==> src/rtl/core/bqid_pkg.sv <==
`timescale 1ns / 1ps
// ----------------------------------------------------------------------------
// bqid_pkg
// Shared sizes and command codes for the bounded queue with indexed delete.
// ----------------------------------------------------------------------------
package bqid_pkg;

    // Storage depth and word width
    localparam int DEPTH  = 16;
    localparam int DATA_W = 32;

    // Position and count widths
    localparam int IDX_W = $clog2(DEPTH);
    localparam int CNT_W = $clog2(DEPTH + 1);

    // Capacity register
    localparam int              CAP_W     = 5;
    localparam logic [CAP_W-1:0] CAP_RESET = CAP_W'(DEPTH);

    // Command codes
    localparam int CMD_W = 2;
    typedef logic [CMD_W-1:0] t_cmd;
    localparam t_cmd CMD_ENQ  = 2'd0;
    localparam t_cmd CMD_DEQ  = 2'd1;
    localparam t_cmd CMD_READ = 2'd2;
    localparam t_cmd CMD_DEL  = 2'd3;

endpackage

==> src/rtl/core/bqid_if.sv <==
`timescale 1ns / 1ps
// ----------------------------------------------------------------------------
// bqid_if
// Valid/ready channels for queue commands and queue results.
// ----------------------------------------------------------------------------

// Command channel
interface bqid_cmd_if;
    logic                        valid;
    logic                        ready;
    bqid_pkg::t_cmd              command;
    logic [bqid_pkg::DATA_W-1:0] item_value;
    logic [bqid_pkg::IDX_W-1:0]  index;

    modport source (output valid, command, item_value, index, input ready);
    modport sink   (input valid, command, item_value, index, output ready);
endinterface

// Result channel
interface bqid_res_if;
    logic                        valid;
    logic                        ready;
    logic                        ok;
    logic [bqid_pkg::DATA_W-1:0] item_out;
    logic [bqid_pkg::CNT_W-1:0]  count;
    logic                        empty_res;
    logic                        full_res;

    modport source (output valid, ok, item_out, count, empty_res, full_res, input ready);
    modport sink   (input valid, ok, item_out, count, empty_res, full_res, output ready);
endinterface

==> src/rtl/core/bounded_queue_indexed_delete.sv <==
`timescale 1ns / 1ps
// ----------------------------------------------------------------------------
// bounded_queue_indexed_delete
// Bounded FIFO of data words with enqueue, dequeue, read-at and delete-at.
// ----------------------------------------------------------------------------
// Returns exactly one result per command, via the command register and then
// the result register. All entries are flip-flops with the head at position 0;
// dequeue and delete close the gap with a parallel one-place shift, so every
// command finishes in one pass through the execute logic; the rate is one
// item per cycle while the result side keeps taking transfers. Capacity is
// written via i_cfg_we / i_cfg_wdata; the user must write it only while the
// queue is idle; the block does not enforce it. Zero acts as one, values above
// the depth act as the depth; lowering it below the count keeps held words.
module bounded_queue_indexed_delete (
    input  logic                          i_clk,
    input  logic                          i_rst_n,
    input  logic                          i_cfg_we,
    input  logic [bqid_pkg::CAP_W-1:0]    i_cfg_wdata,
    bqid_cmd_if.sink                      i_cmd,
    bqid_res_if.source                    o_res
);

    localparam int DEPTH  = bqid_pkg::DEPTH;
    localparam int DATA_W = bqid_pkg::DATA_W;
    localparam int IDX_W  = bqid_pkg::IDX_W;
    localparam int CNT_W  = bqid_pkg::CNT_W;
    localparam int CAP_W  = bqid_pkg::CAP_W;

    // Capacity register
    logic [CAP_W-1:0] r_cap;

    always_ff @(posedge i_clk) begin
        if (!i_rst_n) begin
            r_cap <= bqid_pkg::CAP_RESET;
        end else if (i_cfg_we) begin
            r_cap <= i_cfg_wdata;
        end
    end

    // Command register
    logic                 r_in_valid;
    bqid_pkg::t_cmd       r_in_cmd;
    logic [DATA_W-1:0]    r_in_val;
    logic [IDX_W-1:0]     r_in_idx;
    logic                 exec_go;
    logic                 r_out_valid;

    assign exec_go     = r_in_valid && (!r_out_valid || o_res.ready);
    assign i_cmd.ready = !r_in_valid || exec_go;

    always_ff @(posedge i_clk) begin
        if (!i_rst_n) begin
            r_in_valid <= 1'b0;
        end else if (i_cmd.ready) begin
            r_in_valid <= i_cmd.valid;
        end
    end

    always_ff @(posedge i_clk) begin
        if (i_cmd.valid && i_cmd.ready) begin
            r_in_cmd <= i_cmd.command;
            r_in_val <= i_cmd.item_value;
            r_in_idx <= i_cmd.index;
        end
    end

    // Queue state
    logic [DATA_W-1:0] r_mem [DEPTH];
    logic [CNT_W-1:0]  r_cnt;

    // Effective capacity: zero acts as one, saturate at depth
    logic [CNT_W-1:0] cap_eff;
    always_comb begin
        if (r_cap == '0) begin
            cap_eff = CNT_W'(1);
        end else if (32'(r_cap) > 32'(DEPTH)) begin
            cap_eff = CNT_W'(DEPTH);
        end else begin
            cap_eff = CNT_W'(r_cap);
        end
    end

    // Execute decode
    logic               idx_ok;
    logic               ok;
    logic               do_enq;
    logic               do_rm;
    logic [IDX_W-1:0]   pos;
    logic [DATA_W-1:0]  word;
    logic [CNT_W-1:0]   n_cnt;

    assign idx_ok = CNT_W'(r_in_idx) < r_cnt;

    always_comb begin
        ok     = 1'b0;
        do_enq = 1'b0;
        do_rm  = 1'b0;
        pos    = r_in_idx;
        case (r_in_cmd)
            bqid_pkg::CMD_ENQ: begin
                ok     = r_cnt < cap_eff;
                do_enq = ok;
            end
            bqid_pkg::CMD_DEQ: begin
                ok    = r_cnt != '0;
                do_rm = ok;
                pos   = '0;
            end
            bqid_pkg::CMD_READ: begin
                ok = idx_ok;
            end
            bqid_pkg::CMD_DEL: begin
                ok    = idx_ok;
                do_rm = ok;
            end
            default: begin
                ok = 1'b0;
            end
        endcase
    end

    // Word out: zero for enqueue and failures
    assign word = (ok && r_in_cmd != bqid_pkg::CMD_ENQ) ? r_mem[pos] : '0;

    always_comb begin
        n_cnt = r_cnt;
        if (exec_go && do_enq) begin
            n_cnt = r_cnt + CNT_W'(1);
        end else if (exec_go && do_rm) begin
            n_cnt = r_cnt - CNT_W'(1);
        end
    end

    always_ff @(posedge i_clk) begin
        if (!i_rst_n) begin
            r_cnt <= '0;
        end else begin
            r_cnt <= n_cnt;
        end
    end

    // Entry update: shift up behind the removed position, or append at tail
    always_ff @(posedge i_clk) begin
        for (int k = 0; k < DEPTH; k++) begin
            if (exec_go && do_rm && k < DEPTH - 1 && IDX_W'(k) >= pos) begin
                r_mem[k] <= r_mem[(k < DEPTH - 1) ? k + 1 : k];
            end else if (exec_go && do_enq && r_cnt == CNT_W'(k)) begin
                r_mem[k] <= r_in_val;
            end
        end
    end

    // Result register
    logic               r_ok;
    logic [DATA_W-1:0]  r_word;
    logic [CNT_W-1:0]   r_res_cnt;
    logic               r_empty;
    logic               r_full;

    always_ff @(posedge i_clk) begin
        if (!i_rst_n) begin
            r_out_valid <= 1'b0;
        end else if (exec_go) begin
            r_out_valid <= 1'b1;
        end else if (o_res.ready) begin
            r_out_valid <= 1'b0;
        end
    end

    always_ff @(posedge i_clk) begin
        if (exec_go) begin
            r_ok      <= ok;
            r_word    <= word;
            r_res_cnt <= n_cnt;
            r_empty   <= n_cnt == '0;
            r_full    <= n_cnt >= cap_eff;
        end
    end

    assign o_res.valid     = r_out_valid;
    assign o_res.ok        = r_ok;
    assign o_res.item_out  = r_word;
    assign o_res.count     = r_res_cnt;
    assign o_res.empty_res = r_empty;
    assign o_res.full_res  = r_full;

endmodule

==> src/flat_wrapper.sv <==
// flat-port wrapper written by rule: the top's interface ports become plain ports
module bounded_queue_indexed_delete_flat 
  (i_clk, i_rst_n, i_cfg_we, i_cfg_wdata, i_cmd_valid, i_cmd_command, i_cmd_item_value, i_cmd_index, i_cmd_ready, o_res_valid, o_res_ok, o_res_item_out, o_res_count, o_res_empty_res, o_res_full_res, o_res_ready);
  bqid_cmd_if i_cmd_i ();
  bqid_res_if o_res_i ();
  input  logic i_clk;
  input  logic i_rst_n;
  input  logic i_cfg_we;
  input  logic [bqid_pkg::CAP_W-1:0] i_cfg_wdata;
  input wire logic [$bits(i_cmd_i.valid)-1:0] i_cmd_valid;
  input wire logic [$bits(i_cmd_i.command)-1:0] i_cmd_command;
  input wire logic [$bits(i_cmd_i.item_value)-1:0] i_cmd_item_value;
  input wire logic [$bits(i_cmd_i.index)-1:0] i_cmd_index;
  output wire logic [$bits(i_cmd_i.ready)-1:0] i_cmd_ready;
  output wire logic [$bits(o_res_i.valid)-1:0] o_res_valid;
  output wire logic [$bits(o_res_i.ok)-1:0] o_res_ok;
  output wire logic [$bits(o_res_i.item_out)-1:0] o_res_item_out;
  output wire logic [$bits(o_res_i.count)-1:0] o_res_count;
  output wire logic [$bits(o_res_i.empty_res)-1:0] o_res_empty_res;
  output wire logic [$bits(o_res_i.full_res)-1:0] o_res_full_res;
  input wire logic [$bits(o_res_i.ready)-1:0] o_res_ready;
  assign i_cmd_i.valid = i_cmd_valid;
  assign i_cmd_i.command = i_cmd_command;
  assign i_cmd_i.item_value = i_cmd_item_value;
  assign i_cmd_i.index = i_cmd_index;
  assign i_cmd_ready = i_cmd_i.ready;
  assign o_res_valid = o_res_i.valid;
  assign o_res_ok = o_res_i.ok;
  assign o_res_item_out = o_res_i.item_out;
  assign o_res_count = o_res_i.count;
  assign o_res_empty_res = o_res_i.empty_res;
  assign o_res_full_res = o_res_i.full_res;
  assign o_res_i.ready = o_res_ready;
  bounded_queue_indexed_delete u_core (.i_clk(i_clk), .i_rst_n(i_rst_n), .i_cfg_we(i_cfg_we), .i_cfg_wdata(i_cfg_wdata), .i_cmd(i_cmd_i), .o_res(o_res_i));
endmodule
==> config.mk <==
export PLATFORM = sky130hd
export DESIGN_NAME = bounded_queue_indexed_delete_flat
export DESIGN_NICKNAME = d
export VERILOG_FILES = /design/src/rtl/core/bqid_pkg.sv /design/src/rtl/core/bqid_if.sv /design/src/rtl/core/bounded_queue_indexed_delete.sv /design/src/flat_wrapper.sv
export SDC_FILE = /design/constraint.sdc
export NUM_CORES = 1
export LEC_CHECK = 0
export ABC_AREA = 0
export BUFFER_PORTS_ARGS = -buffer_cell sky130_fd_sc_hd__clkbuf_2
export CORE_MARGIN = 3
export CORE_UTILIZATION = 60
export CTS_CLUSTER_SIZE = 16
export DETAILED_ROUTE_END_ITERATION = 12
export PLACE_DENSITY = 0.77
export SETUP_SLACK_MARGIN = 0.3
export SYNTH_ARGS = -nofsm -noshare
export SYNTH_HDL_FRONTEND = slang
export SYNTH_SLANG_ARGS = --single-unit
==> constraint.sdc <==
create_clock -name i_clk -period 18.75 [get_ports i_clk]
set_clock_uncertainty 0.05 [all_clocks]
set_input_delay 5.625 -clock i_clk [delete_from_list [all_inputs] [get_ports i_clk]]
set_output_delay 5.625 -clock i_clk [all_outputs]
set_load 0.01 [all_outputs]
# Word level (Yosys, flattened, before mapping)
# Memory sizes are Yosys's and may differ from the RTL's. A register that Yosys moved wholly into a read port is not among the register bits.
# Index checks and enable logic that the tools add are counted.
[op_classes] n_eq_ne=18 n_lt_le_gt_ge=19 n_mux=105 reduce_logical=50 n_addsub=2 bitwise=15
[op_table] op="two-way mux 32 bit" n=16
[op_table] op="two-way mux 1 bit" n=81
[op_table] op="== test 5 x 4 -> 1 bit, second input constant" n=8
[op_table] op="logical AND 1 bit" n=36
[op_table] op="OR reduction 32 bit" n=1
[op_table] op=">= comparator 4 bit, first input constant" n=7
[op_table] op="== test 5 x 3 -> 1 bit, second input constant" n=4
[op_table] op="two-way mux 5 bit" n=4
[op_table] op=">= comparator 3 x 4 -> 1 bit, first input constant" n=4
[op_table] op="zero test 5 bit" n=3
[op_table] op="OR 1 bit" n=15
[op_table] op="== test 5 x 2 -> 1 bit, second input constant" n=2
[op_table] op=">= comparator 1 x 4 -> 1 bit, first input constant" n=2
[op_table] op=">= comparator 2 x 4 -> 1 bit, first input constant" n=2
[op_table] op="two-way mux 4 bit" n=2
[op_table] op="adder 5 x 1 -> 5 bit, second input constant" n=1
[op_table] op="== test 5 x 1 -> 1 bit, second input constant" n=1
[op_table] op=">= comparator 5 bit" n=1
[op_table] op="> comparator 5 bit, second input constant" n=1
[op_table] op="< comparator 4 x 5 -> 1 bit" n=1
[op_table] op="< comparator 5 bit" n=1
[op_table] op="nonzero test 5 bit" n=1
[op_table] op="subtractor 5 x 1 -> 5 bit, second input constant" n=1
[op_table] op="== test 2 bit, second input constant" n=2
[op_table] op="other kinds (8)" n=12
[totals] mem_bits_rw=512 n_memories=1 register_bits=58 elab_cells=221 in_bits=48 out_inout_bits=42
[memory_table] memory="u_core.r_mem" depth=16 width=32 rd=16 rd_clocked_by_memory_dff=1 wr=15 line_no="bounded_queue_indexed_delete.sv:68" rtl="logic [DATA_W-1:0] r_mem [DEPTH];"

# Logic depth before layout (Yosys ltp)
[depth] word_depth=12 depth_mapped=17 mapped_depth_nobuf=17

# Worst setup path before layout
# OpenSTA, ideal clock, no wires.
[synth_timing] path_kind="input-to-output" from="input port o_res_ready" to="output port i_cmd_ready" cell_stages=2 slack_ns=7.176 arrival_time_ns=5.899 t_required_ns=13.075 path_buffers=0 cell_sequence="nor2b_1 nand2_1"
[synth_via] elab_chain_cells=3
[synth_lines] item="start, declared" line_no="flat_wrapper.sv:21" rtl="input wire logic [$bits(o_res_i.ready)-1:0] o_res_ready;"
[synth_lines] item="logical OR 1 bit" line_no="bounded_queue_indexed_delete.sv:48" rtl="assign exec_go = r_in_valid && (!r_out_valid || o_res.ready);"
[synth_lines] item="logical AND 1 bit" line_no="bounded_queue_indexed_delete.sv:48"
[synth_lines] item="logical OR 1 bit" line_no="bounded_queue_indexed_delete.sv:49" rtl="assign i_cmd.ready = !r_in_valid || exec_go;"
[synth_lines] item="end, declared" line_no="flat_wrapper.sv:14" rtl="output wire logic [$bits(i_cmd_i.ready)-1:0] i_cmd_ready;"
# No other way between the ends.

# Worst setup path after layout
# Ends and elaborated chain as after synthesis.

==> run_summary.xml <==
<?xml version="1.0" encoding="UTF-8"?>
<metrics>
  <group name="outcome">
    <metric name="status" unit="">completed</metric>
  </group>
  <group name="min_path">
    <metric name="hold_class" unit="">register to register</metric>
    <metric name="worst_hold_start" unit="">u_core.r_in_valid$_SDFFE_PN0N_</metric>
  </group>
  <group name="final_layout">
    <metric name="layout.nets" unit="">2120</metric>
    <metric name="mostFrequentLayoutCell" unit="">sky130_fd_sc_hd__edfxtp_1</metric>
    <metric name="num_antenna_cells" unit="">0</metric>
    <metric name="drive_gt1_share" unit="%">34.0</metric>
    <metric name="final_cell_mix" unit="">sky130_fd_sc_hd__edfxtp_1, sky130_fd_sc_hd__mux2_2, sky130_fd_sc_hd__nand2_1, sky130_fd_sc_hd__a21oi_1, sky130_fd_sc_hd__a211oi_1</metric>
    <metric name="filler_cell_count" unit="">3492</metric>
    <metric name="syn2layout_area_growth" unit="%">9.84</metric>
  </group>
  <group name="sta">
    <metric name="hold_viol" unit="">0</metric>
    <metric name="slew_viol_final" unit="">0</metric>
    <metric name="worst_slew_margin_rel" unit="%">21.8</metric>
    <metric name="worst_pin_slew" unit="ns">1.17</metric>
    <metric name="final.period_utilization" unit="%">62.9</metric>
    <metric name="max_freq" unit="MHz">84.8</metric>
    <metric name="setup-tns-final" unit="ns">0</metric>
    <metric name="crit_path_time_final" unit="ns">11.79</metric>
    <metric name="rsz0062_at_grt" unit="">no</metric>
    <metric name="setup_violations" unit="">0</metric>
  </group>
  <group name="logic_synthesis">
    <metric name="ys_types" unit="">44</metric>
    <metric name="post_synth_inst_count" unit="">2039</metric>
    <metric name="synth-edff-count" unit="">590</metric>
    <metric name="yosys_synthesis_warning_count" unit="">0</metric>
    <metric name="mappedNetlistArea" unit="um^2">29800</metric>
    <metric name="synth-main-ff-cell" unit="">sky130_fd_sc_hd__edfxtp_1</metric>
    <metric name="async_reset_ff_share" unit="%">0</metric>
    <metric name="synth_seq_cells" unit="">602</metric>
    <metric name="syn-num-nets" unit="">2105</metric>
    <metric name="synth.yosys.seq_area_share" unit="%">60.2</metric>
    <metric name="mean_instance_size_in_the_synthesized_netlist" unit="um^2">14.6</metric>
  </group>
  <group name="floorplanning">
    <metric name="die_width" unit="um">229</metric>
    <metric name="std_cell_rows" unit="">81</metric>
    <metric name="core-area" unit="um^2">49100</metric>
    <metric name="die_height" unit="um">229</metric>
    <metric name="initial_core_util" unit="%">60.8</metric>
    <metric name="boundaryPins" unit="">90</metric>
    <metric name="dieArea" unit="um^2">52400</metric>
  </group>
  <group name="placement">
    <metric name="place.detailed.hpwl" unit="um">43400</metric>
    <metric name="place.gp.congestion" unit="">0.852</metric>
    <metric name="numPortBuffers" unit="">89</metric>
  </group>
  <group name="pwr">
    <metric name="power.density_cell_area" unit="nW/um^2">92.5</metric>
    <metric name="p_sw_share" unit="%">22.5</metric>
    <metric name="p_int" unit="uW">2350</metric>
    <metric name="power.static_leakage" unit="uW">0.0114</metric>
    <metric name="power.total" unit="uW">3030</metric>
    <metric name="clk_network_pwr_share" unit="%">42.9</metric>
    <metric name="worst_ir_drop_vdd" unit="mV">0.0718</metric>
    <metric name="power.sequential.fraction" unit="%">50.6</metric>
    <metric name="power.switching" unit="uW">683</metric>
    <metric name="power_frac_comb" unit="%">6.5</metric>
  </group>
  <group name="grt">
    <metric name="grt.total_usage" unit="%">28.9</metric>
    <metric name="grt_max_degree" unit="">167</metric>
    <metric name="grt_first_pass_wirelength" unit="um">115000</metric>
    <metric name="grt_antenna_before_repair" unit="">3</metric>
    <metric name="globalRouteOverflowTotal" unit="">0</metric>
    <metric name="first_global_vias" unit="">18200</metric>
  </group>
  <group name="clocking">
    <metric name="ctsRootBufferMaster" unit="">sky130_fd_sc_hd__clkbuf_16</metric>
    <metric name="post_cts.repair.setup_buffers" unit="">0</metric>
    <metric name="cts-buffers-inserted" unit="">66</metric>
    <metric name="clk_path_buf_depth" unit="">3</metric>
    <metric name="clkSlewWorstSetupHoldPaths" unit="ns">0.05</metric>
    <metric name="post_cts_resized" unit="">0</metric>
    <metric name="tritoncts" unit="">built</metric>
    <metric name="clk_latency" unit="ns">0.59</metric>
    <metric name="clock-sinks" unit="">602</metric>
    <metric name="cts-htree-levels" unit="">3</metric>
    <metric name="cts_hold_repair.buffers" unit="">0</metric>
  </group>
  <group name="route">
    <metric name="route.detailed.vias_per_inst" unit="">6.61</metric>
    <metric name="vias" unit="">18300</metric>
    <metric name="firstDrtPassIters" unit="">5</metric>
    <metric name="drt-total-wl" unit="um">76300</metric>
    <metric name="first_iter_violations" unit="">1889</metric>
    <metric name="drt_drc_violations_left" unit="">0</metric>
    <metric name="post_route_ant_nets" unit="">0</metric>
    <metric name="wl_per_cell" unit="um">27.6</metric>
  </group>
  <group name="worst_setup_path">
    <metric name="crit_arrival" unit="ns">6.12</metric>
    <metric name="setup.worst_path.class" unit="">primary input to output pin</metric>
    <metric name="worst_r2r_startpoint" unit="">u_core.r_in_cmd[1]$_DFFE_PP_</metric>
    <metric name="timing.critical_path.fanout_max" unit="">3</metric>
    <metric name="critical_path.startpoint_type" unit="">primary input</metric>
    <metric name="timing.critical_path.to_type" unit="">output pin</metric>
    <metric name="cp-startpoint" unit="">o_res_ready</metric>
    <metric name="cp.required" unit="ns">13.07</metric>
  </group>
  <group name="job">
    <metric name="drv.max_cap_violation_count" unit="">0</metric>
  </group>
</metrics>
-- stage by stage --
step	cell area (um^2)	hold WS, ns	std cells	setup slack, ns	util, %
detailed placement	30600	0.472	2650	6.96	62.4
global placement	30600	0.461	2650	6.94	62.4
floorplan	29800	0.434	2039	7.18	-
CTS	32800	0.485	2767	6.96	66.8
global route	32800	0.517	2767	6.91	66.8
finish	32800	0.489	2767	6.96	66.8
-- cell families after synthesis --
logic type | count (synthesis) | synth area share (%)
AO/OA/AOI/OAI | 303 | 6.42
XOR/XNOR | 2 | 0.0588
adder cells (fa/ha/maj) | 18 | 0.755
buffers and inverters | 183 | 3.26
flip-flops | 602 | 60.2
multiplexers | 582 | 23.1
AND/OR/NAND/NOR | 349 | 6.15
-- final timing paths --
check,cells past startpoint,to,slack (ns)
max reg2reg,7,u_core.r_mem[8][9]$_DFFE_PP_,13.93
min reg2reg,1,u_core.o_res.valid$_SDFFE_PN0P_,0.49
min,1,u_core.o_res.valid$_SDFFE_PN0P_,0.49
max,4,i_cmd_ready,6.96
-- cells in the mapped netlist, types with 18 or more instances --
library cell,n,share of area (%)
sky130_fd_sc_hd__a211oi_1,97,2.4
sky130_fd_sc_hd__a21oi_1,107,1.8
sky130_fd_sc_hd__buf_6,35,1.3
sky130_fd_sc_hd__mux2_2,405,15
sky130_fd_sc_hd__mux4_2,32,2.4
sky130_fd_sc_hd__ha_1,18,0.76
sky130_fd_sc_hd__mux2_4,19,0.96
sky130_fd_sc_hd__mux2i_1,70,2.3
sky130_fd_sc_hd__and3_1,70,1.5
sky130_fd_sc_hd__o21ai_0,49,0.82
sky130_fd_sc_hd__edfxtp_1,590,59
sky130_fd_sc_hd__mux2_1,56,2.1
sky130_fd_sc_hd__nand2_1,154,1.9
sky130_fd_sc_hd__clkbuf_1,108,1.4
sky130_fd_sc_hd__o211ai_1,35,0.88
sky130_fd_sc_hd__nor2b_1,72,1.5
-- state kept, by name, indices dropped and copies added (netlist names), 2 cells and up --
register and flops:
u_core.r_cap 5, u_core.o_res.count 5, u_core.r_in_cmd 2, u_core.r_mem 512
u_core.r_in_val 32, u_core.r_cnt 5, u_core.o_res.item_out 32, u_core.r_in_idx 4
-- area by class of cell --
class	count	area (um^2)	share of cell area [%]
sequential	602	18000	54.8
multi-input combinational	1254	11100	33.9
clock buffer	83	1800	5.49
tap	664	831	2.54
timing repair buffer	119	683	2.09
clock inverter	34	344	1.05
inverter	11	41.3	0.126
-- power by group through the flow --
stage                     clock network, uW  logic [uW]  registers (uW)
after floorplan                           0         132            1550
after global placement                    0         189            1560
after detailed placement                  0         193            1560
after CTS                              1310         195            1530
after global routing                   1360         211            1540
final                                  1300         197            1530
-- layer usage --
layer / share of wire, % / wire length (um) / track usage [%] / vias to the layer above
met5: 0.052 / 40 / 0 / -
met4: 3.0 / 2320 / 9.90 / 6
met3: 8.6 / 6540 / 5.33 / 174
met2: 48 / 37000 / 47.1 / 883
met1: 40 / 30400 / 39.5 / 9288
li1: - / - / - / 7930
-- worst max-delay path: stages --
cell	delay, ns
sky130_fd_sc_hd__clkbuf_2	0.09
sky130_fd_sc_hd__nor2b_1	0.18
sky130_fd_sc_hd__nand2_1	0.09
sky130_fd_sc_hd__clkbuf_2	0.13
Power figures use the tool's default switching activity.
